`src/hw/rtl/mrtu_pkg.sv`:
```
// ----------------------------------------------------------------------------
// mrtu_pkg
// Shared types and constants of the Modbus RTU input poll master.
// ----------------------------------------------------------------------------
`default_nettype none

package mrtu_pkg;

  // Register indexes of the configuration port
  localparam logic REG_DEVICE_ADDRESS = 1'b0;
  localparam logic REG_CHANNEL_COUNT  = 1'b1;

  localparam logic [7:0] DEVICE_ADDRESS_RESET = 8'd1;
  localparam logic [4:0] CHANNEL_COUNT_RESET  = 5'd8;

  localparam int DEF_MAX_CHANNELS = 16;

  // Input opcodes
  localparam logic [1:0] OP_POLL = 2'd0;
  localparam logic [1:0] OP_BYTE = 2'd1;
  localparam logic [1:0] OP_END  = 2'd2;
  localparam logic [1:0] OP_FAIL = 2'd3;

  // Result kinds
  localparam logic [1:0] KIND_TX      = 2'd0;
  localparam logic [1:0] KIND_READING = 2'd1;
  localparam logic [1:0] KIND_ERROR   = 2'd2;
  localparam logic [1:0] KIND_SETUP   = 2'd3;

  // CRC-16, reflected
  localparam logic [15:0] CRC_SEED = 16'hFFFF;
  localparam logic [15:0] CRC_POLY = 16'hA001;

  // Request frame contents
  localparam logic [7:0] FN_READ_INPUT   = 8'h04;
  localparam logic [7:0] FN_WRITE_SINGLE = 8'h06;
  localparam logic [7:0] SETUP_REG_HI    = 8'h9C;
  localparam logic [7:0] SETUP_REG_LO    = 8'hB9;
  localparam logic [7:0] SETUP_VALUE     = 8'h03;
  localparam logic [7:0] INPUT_REG_HI    = 8'h75;
  localparam logic [7:0] INPUT_REG_LO    = 8'h95;

  localparam logic [5:0]  RX_LIMIT  = 6'd63;
  localparam logic [15:0] CNT_LIMIT = 16'hFFFF;

  typedef struct packed {
    logic init;
    logic load;
    logic shift;
  } crc_ctl_t;

endpackage

`default_nettype wire

```
`src/hw/rtl/modbus_rtu_input_poll_master.sv`:
```
// ----------------------------------------------------------------------------
// modbus_rtu_input_poll_master
// Modbus RTU master for an analog input card: builds request frames, parses
// replies and reports channel readings and errors.
//
// Input stream: tuser carries the opcode (poll, reply byte, end of reply,
// failure), tdata the reply byte. Output stream: one transfer per result,
// tuser the kind, tlast on the final result of an item, tdata the byte,
// channel, reading and both saturating frame counters.
// A poll runs the request bytes through a bit-serial CRC unit before the
// first of the 8 frame bytes leaves, then one byte per cycle while the
// receiver takes them. A reply byte gives no result. End of reply and
// failure give one result; an accepted reply gives one reading per channel
// from the value store, each read through its single read port before it
// leaves. Input is taken only while no item is at work; the last result may
// still wait in the output register.
// Reset clears the counters, the setup flag and the reply parser; the
// configuration registers return to address 1 and 8 channels. When the
// receiver stalls, the result holds in the output register and the
// sequencer waits.
// ----------------------------------------------------------------------------
`default_nettype none

module modbus_rtu_input_poll_master
  import mrtu_pkg::*;
#(
  parameter int MAX_CHANNELS = DEF_MAX_CHANNELS
)(
  input  wire logic        clk,
  input  wire logic        rst,
  // configuration write
  input  wire logic        cfg_valid,
  output logic             cfg_ready,
  input  wire logic        cfg_index,
  input  wire logic [7:0]  cfg_data,
  // input stream
  input  wire logic        s_axis_tvalid,
  output logic             s_axis_tready,
  input  wire logic [7:0]  s_axis_tdata,   // [7:0] rx_byte
  input  wire logic [1:0]  s_axis_tuser,   // [1:0] opcode
  // result stream
  output logic             m_axis_tvalid,
  input  wire logic        m_axis_tready,
  output logic [63:0]      m_axis_tdata,   // [7:0] tx_byte, [11:8] channel_index,
                                           // [27:12] reading, [43:28] sent_frames,
                                           // [59:44] failed_frames, [63:60] zero
  output logic [1:0]       m_axis_tuser,   // [1:0] kind
  output logic             m_axis_tlast
);

  localparam int SW = (MAX_CHANNELS > 1) ? $clog2(MAX_CHANNELS) : 1;

  localparam logic [2:0] S_IDLE = 3'd0;
  localparam logic [2:0] S_CRCX = 3'd1;
  localparam logic [2:0] S_CRCS = 3'd2;
  localparam logic [2:0] S_TX   = 3'd3;
  localparam logic [2:0] S_ONE  = 3'd4;
  localparam logic [2:0] S_RDA  = 3'd5;
  localparam logic [2:0] S_RDO  = 3'd6;

  logic [2:0]  state;
  logic [7:0]  device_address;
  logic [4:0]  channel_count;
  logic        setup_done;
  logic [5:0]  rx_count;
  logic        header_ok;
  logic [7:0]  high_hold;
  logic [15:0] sent_total;
  logic [15:0] fail_total;
  logic [2:0]  byte_idx;
  logic [2:0]  bit_cnt;
  logic [4:0]  rd_idx;
  logic [1:0]  one_kind;

  logic [15:0] store [MAX_CHANNELS];
  logic [15:0] rd_data;

  logic [1:0]  o_kind;
  logic [7:0]  o_tx;
  logic [3:0]  o_ch;
  logic [15:0] o_rd;
  logic        o_last;
  logic [15:0] o_sent;
  logic [15:0] o_fail;

  crc_ctl_t    crc_ctl;
  logic [15:0] crc;
  logic [7:0]  frame_byte;

  logic        s_fire;
  logic        out_free;
  logic        emit;
  logic [5:0]  d_pos;
  logic [4:0]  d_ch;
  logic        store_we;
  logic        reply_bad;

  assign cfg_ready     = 1'b1;
  assign s_axis_tready = (state == S_IDLE);
  assign s_fire        = s_axis_tvalid && s_axis_tready;
  assign out_free      = !m_axis_tvalid || m_axis_tready;
  assign emit          = out_free && ((state == S_TX) || (state == S_ONE) || (state == S_RDO));

  assign m_axis_tdata = {4'h0, o_fail, o_sent, o_rd, o_ch, o_tx};
  assign m_axis_tuser = o_kind;
  assign m_axis_tlast = o_last;

  assign d_pos    = rx_count - 6'd3;
  assign d_ch     = d_pos[5:1];
  assign store_we = s_fire && (s_axis_tuser == OP_BYTE) && (rx_count >= 6'd3) &&
                    (rx_count != RX_LIMIT) && d_pos[0] && (int'(d_ch) < MAX_CHANNELS);

  assign reply_bad = (channel_count == 5'd0) || (int'(channel_count) > MAX_CHANNELS) ||
                     !header_ok ||
                     ({1'b0, rx_count} != (7'd5 + {1'b0, channel_count, 1'b0}));

  always_comb begin
    case (byte_idx)
      3'd0:    frame_byte = device_address;
      3'd1:    frame_byte = setup_done ? FN_READ_INPUT : FN_WRITE_SINGLE;
      3'd2:    frame_byte = setup_done ? INPUT_REG_HI : SETUP_REG_HI;
      3'd3:    frame_byte = setup_done ? INPUT_REG_LO : SETUP_REG_LO;
      3'd4:    frame_byte = 8'h00;
      3'd5:    frame_byte = setup_done ? {3'b000, channel_count} : SETUP_VALUE;
      3'd6:    frame_byte = crc[7:0];
      default: frame_byte = crc[15:8];
    endcase
  end

  always_comb begin
    crc_ctl.init  = s_fire && (s_axis_tuser == OP_POLL);
    crc_ctl.load  = (state == S_CRCX);
    crc_ctl.shift = (state == S_CRCS);
  end

  mrtu_crc u_crc (
    .clk  (clk),
    .ctl  (crc_ctl),
    .data (frame_byte),
    .crc  (crc)
  );

  always_ff @(posedge clk) begin
    if (store_we) begin
      store[SW'(d_ch)] <= {high_hold, s_axis_tdata};
    end
    rd_data <= store[SW'(rd_idx)];
  end

  always_ff @(posedge clk) begin
    if (rst) begin
      device_address <= DEVICE_ADDRESS_RESET;
      channel_count  <= CHANNEL_COUNT_RESET;
    end else if (cfg_valid && cfg_ready) begin
      case (cfg_index)
        REG_DEVICE_ADDRESS: device_address <= cfg_data;
        REG_CHANNEL_COUNT:  channel_count  <= cfg_data[4:0];
        default:            device_address <= device_address;
      endcase
    end
  end

  always_ff @(posedge clk) begin
    if (rst) begin
      state         <= S_IDLE;
      setup_done    <= 1'b0;
      rx_count      <= 6'd0;
      header_ok     <= 1'b1;
      high_hold     <= 8'h00;
      sent_total    <= 16'd0;
      fail_total    <= 16'd0;
      byte_idx      <= 3'd0;
      bit_cnt       <= 3'd0;
      rd_idx        <= 5'd0;
      one_kind      <= KIND_ERROR;
      m_axis_tvalid <= 1'b0;
    end else begin
      if (emit) begin
        m_axis_tvalid <= 1'b1;
      end else if (m_axis_tready) begin
        m_axis_tvalid <= 1'b0;
      end
      case (state)
        S_IDLE: begin
          if (s_fire) begin
            case (s_axis_tuser)
              OP_POLL: begin
                if (sent_total != CNT_LIMIT) begin
                  sent_total <= sent_total + 16'd1;
                end
                rx_count  <= 6'd0;
                header_ok <= 1'b1;
                byte_idx  <= 3'd0;
                bit_cnt   <= 3'd0;
                state     <= S_CRCX;
              end
              OP_BYTE: begin
                if ((rx_count == 6'd0) && (s_axis_tdata != device_address)) begin
                  header_ok <= 1'b0;
                end else if ((rx_count == 6'd1) && (s_axis_tdata != FN_READ_INPUT)) begin
                  header_ok <= 1'b0;
                end else if ((rx_count == 6'd2) &&
                             (s_axis_tdata != {2'b00, channel_count, 1'b0})) begin
                  header_ok <= 1'b0;
                end else if ((rx_count >= 6'd3) && (rx_count != RX_LIMIT) && !d_pos[0]) begin
                  high_hold <= s_axis_tdata;
                end
                if (rx_count != RX_LIMIT) begin
                  rx_count <= rx_count + 6'd1;
                end
              end
              OP_END: begin
                rx_count  <= 6'd0;
                header_ok <= 1'b1;
                if (!setup_done) begin
                  setup_done <= 1'b1;
                  one_kind   <= KIND_SETUP;
                  state      <= S_ONE;
                end else if (reply_bad) begin
                  if (fail_total != CNT_LIMIT) begin
                    fail_total <= fail_total + 16'd1;
                  end
                  one_kind <= KIND_ERROR;
                  state    <= S_ONE;
                end else begin
                  rd_idx <= 5'd0;
                  state  <= S_RDA;
                end
              end
              default: begin
                if (fail_total != CNT_LIMIT) begin
                  fail_total <= fail_total + 16'd1;
                end
                rx_count  <= 6'd0;
                header_ok <= 1'b1;
                one_kind  <= KIND_ERROR;
                state     <= S_ONE;
              end
            endcase
          end
        end
        S_CRCX: begin
          state <= S_CRCS;
        end
        S_CRCS: begin
          bit_cnt <= bit_cnt + 3'd1;
          if (bit_cnt == 3'd7) begin
            if (byte_idx == 3'd5) begin
              byte_idx <= 3'd0;
              state    <= S_TX;
            end else begin
              byte_idx <= byte_idx + 3'd1;
              state    <= S_CRCX;
            end
          end
        end
        S_TX: begin
          if (out_free) begin
            byte_idx <= byte_idx + 3'd1;
            if (byte_idx == 3'd7) begin
              state <= S_IDLE;
            end
          end
        end
        S_ONE: begin
          if (out_free) begin
            state <= S_IDLE;
          end
        end
        S_RDA: begin
          state <= S_RDO;
        end
        S_RDO: begin
          if (out_free) begin
            rd_idx <= rd_idx + 5'd1;
            state  <= ((rd_idx + 5'd1) == channel_count) ? S_IDLE : S_RDA;
          end
        end
        default: begin
          state <= S_IDLE;
        end
      endcase
    end
  end

  // Output payload: load when the sequencer hands over a result
  always_ff @(posedge clk) begin
    if (out_free && (state == S_TX)) begin
      o_kind <= KIND_TX;
      o_tx   <= frame_byte;
      o_ch   <= 4'd0;
      o_rd   <= 16'd0;
      o_last <= (byte_idx == 3'd7);
      o_sent <= sent_total;
      o_fail <= fail_total;
    end else if (out_free && (state == S_ONE)) begin
      o_kind <= one_kind;
      o_tx   <= 8'h00;
      o_ch   <= 4'd0;
      o_rd   <= 16'd0;
      o_last <= 1'b1;
      o_sent <= sent_total;
      o_fail <= fail_total;
    end else if (out_free && (state == S_RDO)) begin
      o_kind <= KIND_READING;
      o_tx   <= 8'h00;
      o_ch   <= rd_idx[3:0];
      o_rd   <= rd_data;
      o_last <= ((rd_idx + 5'd1) == channel_count);
      o_sent <= sent_total;
      o_fail <= fail_total;
    end
  end

  a_poll_starts_crc : assert property (@(posedge clk) disable iff (rst)
    s_fire && (s_axis_tuser == OP_POLL) |=> (state == S_CRCX))
    else $error("poll did not start the CRC sequence");

  a_sent_monotonic : assert property (@(posedge clk) disable iff (rst)
    !rst |=> (sent_total >= $past(sent_total)))
    else $error("sent frame counter went down");

  a_last_reading : assert property (@(posedge clk) disable iff (rst)
    m_axis_tvalid && (o_kind == KIND_READING) && o_last |->
      (({1'b0, o_ch} + 5'd1) == channel_count))
    else $error("last reading is not the final channel");

  a_busy_not_ready : assert property (@(posedge clk) disable iff (rst)
    (state == S_CRCS) || (state == S_TX) || (state == S_RDO) |-> !s_axis_tready)
    else $error("input taken while an item is at work");

endmodule

`default_nettype wire

```
`src/hw/rtl/mrtu_crc.sv`:
```
// ----------------------------------------------------------------------------
// mrtu_crc
// Bit-serial CRC-16 unit: seed, fold in one byte, then one shift per cycle while shift is held.
// ----------------------------------------------------------------------------
`default_nettype none

module mrtu_crc
  import mrtu_pkg::*;
(
  input  wire logic       clk,
  input  wire crc_ctl_t   ctl,
  input  wire logic [7:0] data,
  output logic [15:0]     crc
);

  always_ff @(posedge clk) begin
    if (ctl.init) begin
      crc <= CRC_SEED;
    end else if (ctl.load) begin
      crc <= crc ^ {8'h00, data};
    end else if (ctl.shift) begin
      crc <= crc[0] ? ({1'b0, crc[15:1]} ^ CRC_POLY) : {1'b0, crc[15:1]};
    end
  end

endmodule

`default_nettype wire

```
`config.mk`:
```
export PLATFORM = sky130hd
export DESIGN_NAME = modbus_rtu_input_poll_master
export DESIGN_NICKNAME = d
export VERILOG_FILES = /design/src/hw/rtl/mrtu_pkg.sv /design/src/hw/rtl/modbus_rtu_input_poll_master.sv /design/src/hw/rtl/mrtu_crc.sv
export SDC_FILE = /design/constraint.sdc
export NUM_CORES = 1
export LEC_CHECK = 0
export BUFFER_PORTS_ARGS = -buffer_cell sky130_fd_sc_hd__clkbuf_2
export CORE_MARGIN = 2
export CORE_UTILIZATION = 57
export CTS_BUF_LIST = sky130_fd_sc_hd__clkbuf_2
export CTS_CLUSTER_DIAMETER = 60
export DETAILED_ROUTE_END_ITERATION = 16
export GPL_TIMING_DRIVEN = 0
export PLACE_DENSITY_LB_ADDON = 0.08
export SETUP_SLACK_MARGIN = 0.02
export SLEW_MARGIN = 20
export SYNTH_ARGS = -nofsm -noshare
export SYNTH_HDL_FRONTEND = slang
export SYNTH_HIERARCHICAL = 1
export SYNTH_SLANG_ARGS = --single-unit
```
`constraint.sdc`:
```
create_clock -name clk -period 4.35 [get_ports clk]
set_clock_uncertainty 0.15 [all_clocks]
set_input_delay 0.2175 -clock clk [delete_from_list [all_inputs] [get_ports clk]]
set_output_delay 0.2175 -clock clk [all_outputs]
set_load 0.1 [all_outputs]
```
==> summary.md <==
| Metric | Value |
|---|---|
| Worst Path Arrival | `3.61 ns` |
| Starting Density | `58.2%` |
| Leak | `between 7 and 8 nW` |
| First-pass GRT wire length | `62700 um` |
| Die Ht | `about 180 um` |
| Fillcell total | `about 2300` |
| Vias/cell | `between 5 and 6` |
| Status | `finished, final reports clean` |
| Post-synth top flop | `edfxtp_1` |
| Port bufs | `slightly below 90` |
| Sequential share of the synthesized area | `about two thirds` |
| Final slew viol count | `0` |
| Dominant cell type by area after synthesis | `edfxtp_1` |
| Wire length per cell | `21.2 um` |
| Type of origin of the critical path | `flop` |
| Mapped Cells | `approximately 1200` |
| Slew margin rel. | `~28%` |
| FFs w/ async S/R, synth | `0%` |
| Final WS setup | `about 1.3 ns` |
| Worst EP required | `roughly 4.9 ns` |
| RSZ-0062 raised after global routing | `false` |
| Max clock buf depth | `3` |
| Min Clock Period, post-route | `~3 ns` |
| RR Startpoint | `state[1]` |
| Most common cell after layout, fill and taps aside | `edfxtp_1` |
| TritonCTS buffer count | `102` |
| Worst slew pin tran | `about 1.1 ns` |
| #FFs+latches synth | `between 400 and 500` |
| Placement Setup Slack | `between 1 and 1.5 ns` |
| Fin. Hold Viols | `0` |
| Largest net degree at the start of global routing | `24` |
| Routed Antenna Nets | `0` |
| Synth top area share | `51.3%` |
| Area grow syn2layout | `15.2%` |
| DIE WIDTH | `about 180 um` |
| Yosys warning count | `6` |
| Synth cell types | `just under 80` |
| Core ar. | `29900 um^2` |
| Overflow after GRT | `0` |
| Synth Area per Inst | `between 10 and 15 um^2` |
| Area of the mapped netlist | `around 17000 um^2` |
| Area contributors post-synth | `edfxtp_1 (51%), dfxtp_1 (15%), mux4_2 (10%)` |
| Pwr dens | `approximately 460 nW/um^2` |
| Startpoint of the worst hold path | `cfg_data[0]` |
| Total track usage | `between 20% and 30%` |
| Tcrit/Tclk final | `between 70% and 80%` |
| Row Count | `63` |
| Worst Setup End Kind | `flop` |
| Antenna violations before repair | `1` |
| CTS tree | `done` |
| CTS sink cnt | `between 400 and 500` |
| Post-Route Utilization | `roughly 67%` |
| Final net count | `roughly 1500` |
| Post-CTS Repair Setup Buffers | `0` |
| Min-delay worst type | `input pin to flop` |
| Root buffer cell | `clkbuf_2` |
| Share of layout cells above drive strength 1 | `between 20% and 30%` |
| GR Util met3 | `~5.3%` |
| MaxCap Viol Count | `0` |
| Vias in the first global route | `between 10000 and 15000` |
| Setup TNS | `0 ns` |
| Drt drc | `0` |
| I/O pin total | `94` |
| Commonest cells after routing, fill and taps aside | `edfxtp_1 (297), clkbuf_2 (252), dfxtp_1 (131)` |
| Post-Route WL | `between 40000 and 50000 um` |
| Iter 0 DRT Violations | `roughly 980` |
| Htree depth | `3` |
| Resize count post-CTS | `0` |
| Kind of critical path | `flop to flop` |
| Drt first pass iters | `5` |
| Vias | `~11000` |
| DPL Wire Length | `roughly 26000 um` |
| FMAX | `about 320 MHz` |
| CP startpoint | `state[1]` |
| Die area | `around 32000 um^2` |
| Clk Latency, worst-skew pair | `0.93 ns` |
| EDFF count, synth | `between 200 and 300` |
| Final setup fails | `0` |
| GRT busiest layer | `met2` |
| Placer congestion estimate | `roughly 0.87` |
| CP Max Fanout | `10` |
| GRT met1 Usage | `a little under two fifths` |
| VDD IR max | `0.337 mV` |
| CTS clk-pin slew, worst paths | `~0.12 ns` |
| Met2 global-route usage | `42.3%` |
-- timing repair --
action	4_1_cts	5_1_grt
hold buffers	53	0
endpoints found under the hold margin	200	0
setup endpoints to repair	0	0
-- layout make-up --
class	count	area (um^2)	area share, %
sequential	428	11500	57.6
multi-input combinational	691	5530	27.6
timing repair buffer	149	1100	5.47
clock buffer	163	816	4.07
tap	390	488	2.44
buffer	75	354	1.77
clock inverter	27	119	0.593
inverter	21	78.8	0.394
antenna	1	2.50	0.0125
-- worst max-delay path, cell delays in order, from the launching register on --
cell,delay (ns)
dfxtp_1,0.44
clkbuf_1,0.39
nor2b_1,0.41
nand2_1,0.17
a21oi_1,0.46
clkbuf_1,0.74
a21oi_1,0.07
-- state kept, by name, indices dropped and copies added, names as in the netlist, 4 cells and up --
register,count
channel_count,5
device_address,8
fail_total,16
high_hold,8
o_ch,4
o_fail,16
o_rd,16
o_sent,16
o_tx,8
rd_data,16
rd_idx,5
rx_count,6
sent_total,16
store,256
u_crc/crc,16
-- logic make-up (layout without fill, tap and decap cells) --
logic type               Yosys count  after routing  share of synthesized area [%]
flip-flops                       428            428                           66.4
AND/OR/NAND/NOR                  347            347                           9.82
AO/OA/AOI/OAI                    189            189                           6.97
buffers and inverters             96            435                           2.48
multiplexers                      88             88                           10.8
XOR/XNOR                          46             46                           2.32
adder cells (fa/ha/maj)           16             16                           1.15
other                              2              6                         0.0432
-- worst paths after layout --
path | cells past startpoint | slack [ns] | end
worst max-delay path | 6 | 1.27 | o_rd[5]
worst min-delay path | 4 | 0.1 | channel_count[0]
worst max register to register | 6 | 1.27 | o_rd[5]
worst min register to register | 2 | 0.23 | o_rd[9]
-- metal layers --
metal  wire, um  vias up
met5          0        -
met4        871        0
met3       3030       76
met2      19500      450
met1      17800     5584
li1           -     5189
-- through the flow --
step	std cells	hold slack [ns]	area (um^2)	power, mW
after floorplan	1215	0.166	17400	6.23
after global placement	1693	0.270	18300	6.58
after detailed placement	1701	0.279	18600	6.63
after CTS	1944	0.0185	20000	9.19
after global routing	1945	0.0431	20000	9.56
final	1945	0.0965	20000	9.14
-- cells in the mapped netlist (all sizes together) (4+ instances only) --
| cell type | instances |
|---|---|
| or4 | 8 |
| dfxtp | 131 |
| a21oi | 78 |
| nand3b | 9 |
| buf | 31 |
| o31ai | 5 |
| mux2i | 6 |
| nand2b | 12 |
| nor4 | 6 |
| o211ai | 4 |
| inv | 21 |
| mux4 | 80 |
| clkbuf | 44 |
| nand2 | 129 |
| a31oi | 6 |
| xnor2 | 24 |
| xor2 | 22 |
| a211oi | 8 |
| o21bai | 10 |
| nand4 | 19 |
| edfxtp | 297 |
| nand3 | 28 |
| or2b | 7 |
| o21ai | 34 |
| nor3 | 13 |
| a22o | 8 |
| or3 | 15 |
| nor2 | 68 |
| ha | 16 |
| nor2b | 14 |
-- report_power, final --
group | internal (mW) | switching, mW
clock | 0.993 | 1.56
sequential | 4.56 | 0.145
combinational | 0.416 | 1.46
No activity file was read; power rests on OpenSTA's default activity.
